[src/hdl/rsft_pkg.sv]
// Shared constants and codes for the resonance sweep frequency tracker.
package rsft_pkg;

    // Default parameter values
    localparam int POINTS_DEF      = 50;
    localparam int SAMPLE_BITS_DEF = 16;

    // Fixed widths of state and fields
    localparam int CNT_W      = 6;
    localparam int FREQ_W     = 16;
    localparam int POWER_W    = 16;
    localparam int CENTER_W   = 15;
    localparam int CFG_IDX_W  = 2;
    localparam int CFG_DATA_W = 16;

    // Configuration register indexes
    localparam logic [CFG_IDX_W-1:0] CFG_SWEEP_MODE  = 2'd0;
    localparam logic [CFG_IDX_W-1:0] CFG_CENTER_FREQ = 2'd1;
    localparam logic [CFG_IDX_W-1:0] CFG_POWER_LEVEL = 2'd2;

    // Request kinds
    localparam logic REQ_TICK  = 1'b0;
    localparam logic REQ_START = 1'b1;

    // Fixed stepping mode
    localparam logic [FREQ_W-1:0] FIX_MAX  = 16'd31000;
    localparam logic [FREQ_W-1:0] FIX_MIN  = 16'd26000;
    localparam logic [FREQ_W-1:0] FIX_STEP = 16'd125;

    // Sweep mode
    localparam logic [FREQ_W-1:0] SWP_MAX  = 16'd32000;
    localparam logic [FREQ_W-1:0] SWP_MIN  = 16'd25000;
    localparam logic [FREQ_W-1:0] SWP_HALF = 16'd1500;
    localparam logic [5:0]        SWP_STEP = 6'd60;

    // Reset values of the configuration registers
    localparam logic [CENTER_W-1:0] CENTER_RST = 15'd28500;

endpackage

[src/hdl/rsft_sweep.sv]
// Next sweep state for one measured sample: running maximum and band re-centring.
module rsft_sweep
    import rsft_pkg::*;
#(
    parameter int POINTS      = POINTS_DEF,
    parameter int SAMPLE_BITS = SAMPLE_BITS_DEF
)
(
    input  logic [CNT_W-1:0]       point_count,
    input  logic [SAMPLE_BITS-1:0] best_value,
    input  logic [CNT_W-1:0]       best_index,
    input  logic [FREQ_W-1:0]      band_start,
    input  logic [SAMPLE_BITS-1:0] sample,
    output logic [CNT_W-1:0]       point_count_next,
    output logic [SAMPLE_BITS-1:0] best_value_next,
    output logic [CNT_W-1:0]       best_index_next,
    output logic [FREQ_W-1:0]      band_start_next,
    output logic [FREQ_W-1:0]      freq_next
);

    logic [SAMPLE_BITS-1:0] best_val_upd;
    logic [CNT_W-1:0]       best_idx_upd;
    logic [CNT_W-1:0]       count_inc;
    logic                   band_done;
    logic [2*CNT_W-1:0]     peak_offset;
    logic [FREQ_W+1:0]      peak_sum;
    logic [FREQ_W-1:0]      new_start;
    logic [2*CNT_W-1:0]     freq_offset;
    logic [FREQ_W:0]        freq_sum;

    always_comb
    begin
        // Keep the first strict maximum of the band.
        if (sample > best_value)
        begin
            best_val_upd = sample;
            best_idx_upd = point_count;
        end
        else
        begin
            best_val_upd = best_value;
            best_idx_upd = best_index;
        end

        count_inc = point_count + CNT_W'(1);
        band_done = (count_inc >= CNT_W'(POINTS));

        // Peak frequency; the new start is the peak less half a band, clamped.
        peak_offset = {{CNT_W{1'b0}}, best_idx_upd} * {{CNT_W{1'b0}}, SWP_STEP};
        peak_sum    = {2'b00, band_start}
                      + {{(FREQ_W+2-2*CNT_W){1'b0}}, peak_offset};
        if (peak_sum > (FREQ_W+2)'(SWP_MAX) + (FREQ_W+2)'(SWP_HALF))
            new_start = SWP_MAX - SWP_HALF;
        else if (peak_sum < (FREQ_W+2)'(SWP_MIN) + (FREQ_W+2)'(SWP_HALF))
            new_start = SWP_MIN;
        else
            new_start = FREQ_W'(peak_sum - (FREQ_W+2)'(SWP_HALF));

        if (band_done)
        begin
            point_count_next = '0;
            best_value_next  = '0;
            best_index_next  = '0;
            band_start_next  = new_start;
        end
        else
        begin
            point_count_next = count_inc;
            best_value_next  = best_val_upd;
            best_index_next  = best_idx_upd;
            band_start_next  = band_start;
        end

        // Frequency of the next point in the band.
        freq_offset = {{CNT_W{1'b0}}, point_count_next} * {{CNT_W{1'b0}}, SWP_STEP};
        freq_sum    = {{(FREQ_W+1-2*CNT_W){1'b0}}, freq_offset} + {1'b0, band_start_next};
        freq_next   = freq_sum[FREQ_W-1:0];
    end

endmodule

[src/hdl/resonance_sweep_frequency_tracker.sv]
// Top level of the resonance sweep frequency tracker with its stream and configuration ports.
//
// Each input word (a start request or a tick carrying a power sample) yields exactly one
// output word holding the drive frequency, drive power and drive enable. The state update
// is a single combinational pass into the state registers and the output register, so a
// word is accepted whenever the output register is empty or being read; its result appears in
// the cycle after it. The single output register sets the rate, one word per cycle when
// downstream takes results. Configuration writes take effect at the following edge.
module resonance_sweep_frequency_tracker
    import rsft_pkg::*;
#(
    parameter int POINTS      = POINTS_DEF,
    parameter int SAMPLE_BITS = SAMPLE_BITS_DEF
)
(
    input  logic                  clk,
    input  logic                  rst_n,
    // Configuration write port
    input  logic                  cfg_wr_en,
    input  logic [CFG_IDX_W-1:0]  cfg_index,
    input  logic [CFG_DATA_W-1:0] cfg_wdata,
    // Input stream
    input  logic                  s_axis_tvalid,
    output logic                  s_axis_tready,
    input  logic [((SAMPLE_BITS+1+7)/8)*8-1:0] s_axis_tdata,  // power_on, power_sample
    input  logic                  s_axis_tuser,                // req_type
    // Output stream
    output logic                  m_axis_tvalid,
    input  logic                  m_axis_tready,
    output logic [39:0]           m_axis_tdata   // drive_freq, drive_power, drive_enable
);

    // Configuration registers
    logic                   sweep_mode_reg;
    logic [CENTER_W-1:0]    center_freq_reg;
    logic [POWER_W-1:0]     power_level_reg;

    // Tracker state
    logic                   running_reg, running_next;
    logic [CNT_W-1:0]       point_count_reg, point_count_next;
    logic [SAMPLE_BITS-1:0] best_value_reg, best_value_next;
    logic [CNT_W-1:0]       best_index_reg, best_index_next;
    logic [FREQ_W-1:0]      band_start_reg, band_start_next;
    logic [FREQ_W-1:0]      current_freq_reg, current_freq_next;

    // Output register
    logic                   out_valid_reg;
    logic [FREQ_W-1:0]      out_freq_reg, out_freq_next;
    logic [POWER_W-1:0]     out_power_reg, out_power_next;
    logic                   out_enable_reg, out_enable_next;

    // Input word fields
    logic                   req_type;
    logic                   power_on;
    logic [SAMPLE_BITS-1:0] power_sample;
    logic                   in_accept;

    // Sweep unit results
    logic [CNT_W-1:0]       swp_count;
    logic [SAMPLE_BITS-1:0] swp_best_value;
    logic [CNT_W-1:0]       swp_best_index;
    logic [FREQ_W-1:0]      swp_band_start;
    logic [FREQ_W-1:0]      swp_freq;

    // Fixed stepping and start values
    logic [FREQ_W:0]        fix_sum;
    logic [FREQ_W-1:0]      fix_freq;
    logic [FREQ_W-1:0]      start_band;

    assign req_type     = s_axis_tuser;
    assign power_on     = s_axis_tdata[0];
    assign power_sample = s_axis_tdata[SAMPLE_BITS:1];

    assign s_axis_tready = !out_valid_reg || m_axis_tready;
    assign in_accept     = s_axis_tvalid && s_axis_tready;

    assign m_axis_tvalid = out_valid_reg;
    assign m_axis_tdata  = {7'd0, out_enable_reg, out_power_reg, out_freq_reg};

    // Configuration writes
    always_ff @(posedge clk or negedge rst_n)
    begin
        if (!rst_n)
        begin
            sweep_mode_reg  <= 1'b0;
            center_freq_reg <= CENTER_RST;
            power_level_reg <= '0;
        end
        else if (cfg_wr_en)
        begin
            unique case (cfg_index)
                CFG_SWEEP_MODE:  sweep_mode_reg  <= cfg_wdata[0];
                CFG_CENTER_FREQ: center_freq_reg <= cfg_wdata[CENTER_W-1:0];
                CFG_POWER_LEVEL: power_level_reg <= cfg_wdata[POWER_W-1:0];
                default:         ;
            endcase
        end
    end

    // Running maximum and band re-centring
    rsft_sweep #(
        .POINTS      (POINTS),
        .SAMPLE_BITS (SAMPLE_BITS)
    ) u_sweep (
        .point_count      (point_count_reg),
        .best_value       (best_value_reg),
        .best_index       (best_index_reg),
        .band_start       (band_start_reg),
        .sample           (power_sample),
        .point_count_next (swp_count),
        .best_value_next  (swp_best_value),
        .best_index_next  (swp_best_index),
        .band_start_next  (swp_band_start),
        .freq_next        (swp_freq)
    );

    // Fixed stepping with wrap, and the first band start of a sweep
    always_comb
    begin
        fix_sum = {1'b0, current_freq_reg} + {1'b0, FIX_STEP};
        if (fix_sum > {1'b0, FIX_MAX})
            fix_freq = FIX_MIN;
        else
            fix_freq = fix_sum[FREQ_W-1:0];

        if ({1'b0, center_freq_reg} >= SWP_HALF)
            start_band = {1'b0, center_freq_reg} - SWP_HALF;
        else
            start_band = '0;
    end

    // Next state and result for the word being accepted
    always_comb
    begin
        running_next      = running_reg;
        point_count_next  = point_count_reg;
        best_value_next   = best_value_reg;
        best_index_next   = best_index_reg;
        band_start_next   = band_start_reg;
        current_freq_next = current_freq_reg;
        out_enable_next   = 1'b0;

        if (req_type == REQ_START)
        begin
            running_next    = 1'b1;
            out_enable_next = 1'b1;
            if (sweep_mode_reg)
            begin
                point_count_next  = '0;
                best_value_next   = '0;
                best_index_next   = '0;
                band_start_next   = start_band;
                current_freq_next = start_band;
            end
            else
            begin
                current_freq_next = FIX_MIN;
            end
        end
        else if (running_reg)
        begin
            if (power_on)
            begin
                out_enable_next = 1'b1;
                if (sweep_mode_reg)
                begin
                    point_count_next  = swp_count;
                    best_value_next   = swp_best_value;
                    best_index_next   = swp_best_index;
                    band_start_next   = swp_band_start;
                    current_freq_next = swp_freq;
                end
                else
                begin
                    current_freq_next = fix_freq;
                end
            end
            else
            begin
                running_next = 1'b0;
            end
        end

        // A stopped drive reports zero frequency and power.
        out_freq_next  = out_enable_next ? current_freq_next : '0;
        out_power_next = out_enable_next ? power_level_reg : '0;
    end

    // State registers
    always_ff @(posedge clk or negedge rst_n)
    begin
        if (!rst_n)
        begin
            running_reg      <= 1'b0;
            point_count_reg  <= '0;
            best_value_reg   <= '0;
            best_index_reg   <= '0;
            band_start_reg   <= '0;
            current_freq_reg <= FIX_MIN;
        end
        else if (in_accept)
        begin
            running_reg      <= running_next;
            point_count_reg  <= point_count_next;
            best_value_reg   <= best_value_next;
            best_index_reg   <= best_index_next;
            band_start_reg   <= band_start_next;
            current_freq_reg <= current_freq_next;
        end
    end

    // Output word valid flag
    always_ff @(posedge clk or negedge rst_n)
    begin
        if (!rst_n)
            out_valid_reg <= 1'b0;
        else if (in_accept)
            out_valid_reg <= 1'b1;
        else if (m_axis_tready)
            out_valid_reg <= 1'b0;
    end

    // Output word payload
    always_ff @(posedge clk)
    begin
        if (in_accept)
        begin
            out_freq_reg   <= out_freq_next;
            out_power_reg  <= out_power_next;
            out_enable_reg <= out_enable_next;
        end
    end

endmodule

[config.mk]
export PLATFORM = sky130hd
export DESIGN_NAME = resonance_sweep_frequency_tracker
export DESIGN_NICKNAME = d
export VERILOG_FILES = /design/src/hdl/rsft_pkg.sv /design/src/hdl/rsft_sweep.sv /design/src/hdl/resonance_sweep_frequency_tracker.sv
export SDC_FILE = /design/constraint.sdc
export NUM_CORES = 1
export LEC_CHECK = 0
export BUFFER_PORTS_ARGS = -buffer_cell sky130_fd_sc_hd__buf_2
export CORE_ASPECT_RATIO = 0.75
export CORE_MARGIN = 4
export CORE_UTILIZATION = 40
export CTS_CLUSTER_DIAMETER = 30
export DETAILED_ROUTE_END_ITERATION = 10
export HOLD_SLACK_MARGIN = 0.03
export MAX_ROUTING_LAYER = met4
export PLACE_DENSITY = 0.64
export SYNTH_ARGS = -nofsm -noshare
export SYNTH_HDL_FRONTEND = slang
export SYNTH_HIERARCHICAL = 1
export SYNTH_SLANG_ARGS = --single-unit
[constraint.sdc]
create_clock -name clk -period 9.3 [get_ports clk]
set_clock_uncertainty 0.1 [all_clocks]
set_input_delay 1.395 -clock clk [delete_from_list [all_inputs] [get_ports clk]]
set_output_delay 1.395 -clock clk [all_outputs]
set_load 0.01 [all_outputs]
==> results of run 1 <==
[where the power goes]
group          switching, mW  internal [mW]
clock network          0.289          0.348
registers              0.169          0.723
logic                   1.22           1.18
total                   1.68           2.25
[Yosys cell counts, drive strengths merged, types with 18 or more instances]
library cell,number
nor2,67
clkbuf,47
dfrtp,79
xnor2,44
nand2,137
nand3,40
a21o,24
mux2,32
a21oi,95
inv,72
edfxtp,33
buf,22
xor2,20
fa,18
ha,71
o21ai,105
and2,32
[how the worst min path moves through the flow]
stage                         from             endpoint  slack (ns)  cells past startpoint
2_1_floorplan    best_index_reg[0]    best_index_reg[0]        0.34                      2
3_3_place_gp     best_index_reg[4]    best_index_reg[4]        0.36                      2
3_5_place_dp     best_index_reg[4]    best_index_reg[4]        0.36                      2
4_1_cts          best_index_reg[4]    best_index_reg[4]        0.38                      2
5_1_grt        power_level_reg[12]  power_level_reg[12]        0.42                      1
6_report         best_index_reg[4]    best_index_reg[4]        0.38                      2
[what timing repair did]
item,CTS,global route
endpoints found under the setup margin,20,26
endpoints found under the hold margin,0,0
buffers inserted,14,13
pin swaps,24,23
resized for setup,32,55
[logic make-up (layout without fill, tap and decap cells)]
logic type      Yosys count  count (layout)  synth area share [%]
simple gates            365             365                  17.6
compound gates          336             336                  21.1
buf+inv                 142             329                  5.96
flops                   127             127                  33.5
fa+ha+maj                89              89                  12.4
xor+xnor                 64              64                  5.58
mux                      33              33                  3.73
other cells               1               7                0.0374
[area by class of cell]
| type | instances | area share [%] |
|---|---|---|
| multi-input cells | 894 | 51.8 |
| well taps | 331 | 3.26 |
| repair buffers | 224 | 11.9 |
| flip-flops and latches | 127 | 26.5 |
| clock buffers | 17 | 3.35 |
| clock inverters | 15 | 1.02 |
| inverters | 73 | 2.16 |
[placed cells by master, fill, tap and decap left out, types with 23 or more instances in the layout]
cell type	n
and2_1	27
buf_2	73
nand2_1	134
a21oi_1	76
nor2_1	62
a21o_1	23
nand3_1	36
o21ai_0	86
inv_1	70
buf_4	148
dfrtp_1	79
mux2_2	31
xnor2_1	38
edfxtp_1	33
ha_1	63
[metrics by stage]
step / setup WS [ns] / instances / instance area [um2] / utilization [%] / power [mW]
4_1_cts: -0.423 / 1669 / 12400 / 50.8 / 3.74
5_1_grt: -0.887 / 1681 / 12700 / 52.2 / 4.21
2_1_floorplan: -0.551 / 1163 / 10200 / - / 2.29
3_5_place_dp: -1.16 / 1623 / 11600 / 47.6 / 3.02
6_report: -0.537 / 1681 / 12700 / 52.2 / 3.93
3_3_place_gp: -1.00 / 1623 / 11600 / 47.6 / 2.98
[metal layers]
metal | vias up | wire length, um | track usage, %
met1 | 4435 | 13500 | 30.1
met2 | 347 | 11700 | 27.3
met3 | 40 | 2240 | 4.56
met4 | 0 | 512 | 5.85
li1 | 4453 | - | -
met5 | - | 0 | -
[worst max-delay path: cells and delay by family]
family                   cells  cell delay [ns]
AO/OA/AOI/OAI               24             3.94
adder cells (fa/ha/maj)      7             2.27
buffers and inverters       11             1.31
AND/OR/NAND/NOR              6             1.11
XOR/XNOR                     1             0.05
==> results.md, run 1 <==
- Max-slew violations: 0
- Most common cell type on the critical path: buf_4
- Required time of the critical path: 9.57 ns
- Effective utilization at floorplan: 41.2%
- Portion of synthesized cell area occupied by the leading cell type: 19.7%
- Final setup slack of the worst path: -0.537 ns
- Slew HR: 30.1%
- Total via count in the routed design: 9275
- Cell type contributing the most total cell area after synthesis: dfrtp_1
- Worst slack on hold paths: 0.375 ns
- Max Cap Viol: 0
- Power density over cell area: 310 nW/um2
- Grt total ovfl: 0
- Storage element area: 3360 um2
- Netlist Area Pre-Place: 10000 um2
- Number of enable-type register cells in the synthesized netlist: 33
- Multi-input gate area: 6580 um2
- Category of the most critical setup path: input port to flop
- Data arrival at the endpoint of the critical path: 10.10 ns
- Crit-path slowest cell: fa_1
- Total CTS buffers: 17
- Quantity of hold-fixing buffers added after cts: 0
- Setup crit end: current_freq_reg[14]
- Mean instance size in the synthesized netlist: 8.68 um2
- Launch point of the worst path: s_axis_tdata[10]
- Class of the tightest hold or removal check: flop to flop
- Synth area leaders: dfrtp_1 20%, edfxtp_1 9.9%, ha_1 8.8%
- DIE HEIGHT: 145 um
- Post-synthesis sequential area ratio: 33.5%
- Maximum fanout encountered on the critical timing path: 4
- VDD IR-drop max: 189 uV
- Overall routing resource usage: 20.2%
- Fillers: 2201
- RSZ-0062 raised after global routing: yes
- Reg2reg end: current_freq_reg[14]
- Chip Width: 191 um
- Fraction of final layout cells sized beyond drive strength 1: 30.4%
- Wire length reported by the detailed router: 27900 um
- Antenna cell count: 0
- Area added between synthesis and finish: 26.5%
- Critical Path Sink Type: flop
- Starting DRC count in detailed routing: 909
- Insertion delay to the later sink of the worst-skew pair: 0.44 ns
- Standard cell core area: 24300 um2
- Largest stage delay on the critical path: 0.52 ns
- Number of warnings reported in the yosys synthesis log: 6
- Routability congestion estimate: 0.939
- Final net count: 1474
- Total negative slack: -6.98 ns
- Detail-routed via count per cell: 5.52
- Cells on worst reg2reg path: 49
- Count of port buffers added during placement: 75
- Clock tree from TritonCTS: built
- FF-to-FF Start: best_value_reg[9]
- Number of clock sinks: 127
- Ratio of final minimum period to clock period: 106%
- Wire length of the first global-routing pass: 44500 um
- Detailed-route DRC error count: 0
- Violated checks: setup timing
- Register bit total from synthesis: 127
- Final period demand of the worst path: 9.84 ns
- Remaining antenna violation count: 0
- Proportion of register bits with asynchronous set or reset after synthesis: 74.0%
- Clock-pin slew on the worst setup and hold paths: 0.07 ns
- Final hold violations: 0
- Iteration count of the initial detailed-routing pass: 5
- Setup slack of the worst register-to-register path: 0.04 ns
- Highest achievable clock rate: 102 MHz
- HPWL reported at the end of detailed placement: 20200 um
- Pin count of the biggest net entering global routing: 89
- Actual transition at the worst max-transition pin: 1.05 ns
- Top-level I/O count: 90
- Cell Rows: 49
- Root buffer cell: clkbuf_16
- Number of distinct library cell variants in the gate-level netlist after synthesis: 88
- Most instantiated flip-flop cell in the synthesis netlist: dfrtp_1
- Initial antenna violation count: 0
- Die outline area: 27700 um2
- Pleak: 5.74 nW
- Kind of start point of the critical path: input port
- Number of global-route vias before repair: 8630
- Status: finished, violations left
- Maximum level of the CTS H-tree: 4
- Final setup violation count: 19
- Routed WL per cell: 16.6 um
- Maximum buffer depth of the clock tree: 2
- Post-Syn Instances: 1157
(Power assumes the default switching activity.)
==> run 2: changes to the inputs <==
--- a/config.mk
+++ b/config.mk
@@ -6,6 +6,8 @@
 export NUM_CORES = 1
 export LEC_CHECK = 0
 export BUFFER_PORTS_ARGS = -buffer_cell sky130_fd_sc_hd__buf_2
+export CELL_PAD_IN_SITES_DETAIL_PLACEMENT = 1
+export CELL_PAD_IN_SITES_GLOBAL_PLACEMENT = 1
 export CORE_ASPECT_RATIO = 0.75
 export CORE_MARGIN = 4
 export CORE_UTILIZATION = 40
@@ -13,7 +15,7 @@
 export DETAILED_ROUTE_END_ITERATION = 10
 export HOLD_SLACK_MARGIN = 0.03
 export MAX_ROUTING_LAYER = met4
-export PLACE_DENSITY = 0.64
+export PLACE_DENSITY = 0.76
 export SYNTH_ARGS = -nofsm -noshare
 export SYNTH_HDL_FRONTEND = slang
 export SYNTH_HIERARCHICAL = 1
==> constraint.sdc (replaced) <==
create_clock -name clk -period 9.9 [get_ports clk]
set_clock_uncertainty 0.1 [all_clocks]
set_input_delay 1.485 -clock clk [delete_from_list [all_inputs] [get_ports clk]]
set_output_delay 1.485 -clock clk [all_outputs]
set_load 0.01 [all_outputs]
==> run 2 against run 1 <==
Compared with the run above:
- the run still ends with setup timing left
- global-route usage rose by 4.3 points
- via count rose by 2.4%
- hold slack improved by 0.012 ns
- clock power rose by 2%
- core utilization fell by 0.32 points
- clock-buffer cell count did not move
- routed wire length rose by 20%
- final cell count fell by 0.42%
- non-clock buffer count fell by 7
- power fell by 4.6%
- cell area fell by 0.62%
- worst setup slack improved by 0.30 ns
- largest cell class unchanged
- highest routed layer unchanged
==> results.md, run 2 (synthesized netlist as in run 1, its figures left out) <==
- Status: finished, violations left
- Violated checks: setup timing
- Final core utilization: 51.8%
- RSZ-0062 raised after global routing: yes
- Min-Delay Path Depth: 2
- Most common cell type on the critical path: a21o_1
- Kind of start point of the critical path: input port
- Clock-pin slew on the worst setup and hold paths: 0.07 ns
- Final setup violation count: 12
- Most frequent standard cell in the layout excluding fill and tap cells: buf_4
- Class of the tightest hold or removal check: flop to flop
- Top Family by Delay on Critical Path: compound AO/OA/AOI/OAI gates
- Crit-path slowest cell: fa_1
- Number of clock sinks: 127
- Cells on worst reg2reg path: 46
- HPWL reported at the end of detailed placement: 23600 um
- Detail-routed via count per cell: 5.67
- Overall routing resource usage: 24.5%
- Pin count of the biggest net entering global routing: 89
- Wire length reported by the detailed router: 33600 um
- Total CTS buffers: 17
- Maximum buffer depth of the clock tree: 2
- Routed WL per cell: 20.1 um
- Final setup slack of the worst path: -0.235 ns
- Total negative slack: -1.47 ns
- Chip Width: 191 um
- Total net switching power: 1.66 mW
- Worst slack on hold paths: 0.387 ns
- Placed insts: 1613
- Slew HR: 35.9%
- Highest achievable clock rate: 98.7 MHz
- Iteration count of the initial detailed-routing pass: 6
- Final net count: 1467
- Actual transition at the worst max-transition pin: 0.960 ns
- DIE HEIGHT: 145 um
- Data arrival at the endpoint of the critical path: 10.35 ns
- Portion of total power attributed to sequential cells: 22.5%
- Grt total ovfl: 0
- Cell Rows: 49
- Sum of buffers and inverters on the critical path: 6
- Power density over cell area: 297 nW/um2
- Detailed-route DRC error count: 0
- Top-level I/O count: 90
- Final hold violations: 0
- Routability congestion estimate: 0.917
- Max-slew violations: 0
- Multi-input gate area: 6510 um2
- Critical Path Sink Type: flop
- Antenna cell count: 0
- Proportion of total power due to net switching: 44.2%
- Maximum fanout encountered on the critical timing path: 5
- Stages on worst setup path: 46
- Pleak: 5.68 nW
- Quantity of hold-fixing buffers added after cts: 0
- Storage element area: 3360 um2
- Max Cap Viol: 0
- Fillers: 2861
- Commonest non-fill, non-tap cells in the layout: 140 x buf_4, 134 x nand2_1, 89 x o21ai_0
- Clock tree from TritonCTS: built
- Ratio of final minimum period to clock period: 102%
- Maximum level of the CTS H-tree: 4
- Insertion delay to the later sink of the worst-skew pair: 0.45 ns
- Total via count in the routed design: 9494
- Number of global-route vias before repair: 9956
- Combinational fraction of design power: 60.3%
- Final period demand of the worst path: 10.14 ns
- Number of standard cells in the layout, taps in and fillers out: 1674
- Category of the most critical setup path: input port to flop
- Root buffer cell: clkbuf_16
- Starting DRC count in detailed routing: 667
- Area added between synthesis and finish: 25.7%
- Initial antenna violation count: 0
- Cell internal pwr: 2.10 mW
- Pre-CTS setup slack: -0.893 ns
- Standard cell core area: 24300 um2
- Effective utilization at floorplan: 41.2%
- VDD IR-drop max: 173 uV
- Clock Power Share: 17.2%
- Largest stage delay on the critical path: 0.57 ns
- Die outline area: 27700 um2
- Required time of the critical path: 10.11 ns
- Fraction of final layout cells sized beyond drive strength 1: 29.3%
- Wire length of the first global-routing pass: 53300 um
- Remaining antenna violation count: 0
- Count of port buffers added during placement: 75
## run 2: cell types whose count changed in the layout (fill, tap and decap cells not counted), moves of 4 or more
cell	before	now
xnor2_1	38	42
buf_4	148	140
xnor2_2	6	2
ha_1	63	67
ha_2	5	0
## run 2: area by class of cell
type / instances / share of cell area [%]
Clock buffer: 17 / 3.37
Clock inverter: 15 / 1.32
Inverter: 73 / 2.17
Multi-Input combinational cell: 894 / 51.6
Sequential cell: 127 / 26.6
Tap cell: 331 / 3.28
Timing Repair Buffer: 217 / 11.6
## run 2: what timing repair did
action / 4_1_cts / 5_1_grt
gates resized for setup: 39 / 43
setup buffers: 16 / 14
endpoints found under the setup margin: 14 / 22
hold endpoints to repair: 0 / 0
pin swaps: 49 / 48
## run 2: worst register-to-register path: cells and delay by family (launching register included)
kind	cells	cell delay (ns)
buf+inv	6	0.77
flops	1	0.39
compound gates	25	4.40
fa+ha+maj	6	2.14
xor+xnor	1	0.05
simple gates	8	1.52
## run 2: worst paths after layout
kind	startpoint	endpoint	slack [ns]
worst max-delay path	s_axis_tdata[10]	current_freq_reg[11]	-0.24
worst min-delay path	best_index_reg[4]	best_index_reg[4]	0.39
worst max register to register	best_value_reg[9]	current_freq_reg[11]	0.40
worst min register to register	best_index_reg[4]	best_index_reg[4]	0.39
max in group asynchronous	rst_n	point_count_reg[1]	7.52
min in group asynchronous	rst_n	m_axis_tvalid	0.89
## run 2: power by group through the flow
| stage | clock network, mW | registers [mW] | logic [mW] |
|---|---|---|---|
| after detailed placement | 0 | 0.845 | 2.03 |
| after CTS | 0.662 | 0.840 | 2.13 |
| final | 0.647 | 0.844 | 2.26 |
| after global placement | 0 | 0.837 | 1.93 |
| after floorplan | 0 | 0.770 | 1.38 |
| after global routing | 0.685 | 0.862 | 2.48 |
## run 2: per-layer routing
layer / wire (um) / global-route usage, %
met5: 0 / -
met2: 15400 / 36.7
met3: 2140 / 6.12
met1: 15700 / 33.7
met4: 399 / 5.53
## run 2: stage by stage
| step | area, um2 | power (mW) |
|---|---|---|
| 5_1_grt | 12600 | 4.02 |
| 6_report | 12600 | 3.75 |
| 3_3_place_gp | 11500 | 2.76 |
| 2_1_floorplan | 10200 | 2.14 |
| 3_5_place_dp | 11500 | 2.87 |
| 4_1_cts | 12300 | 3.63 |
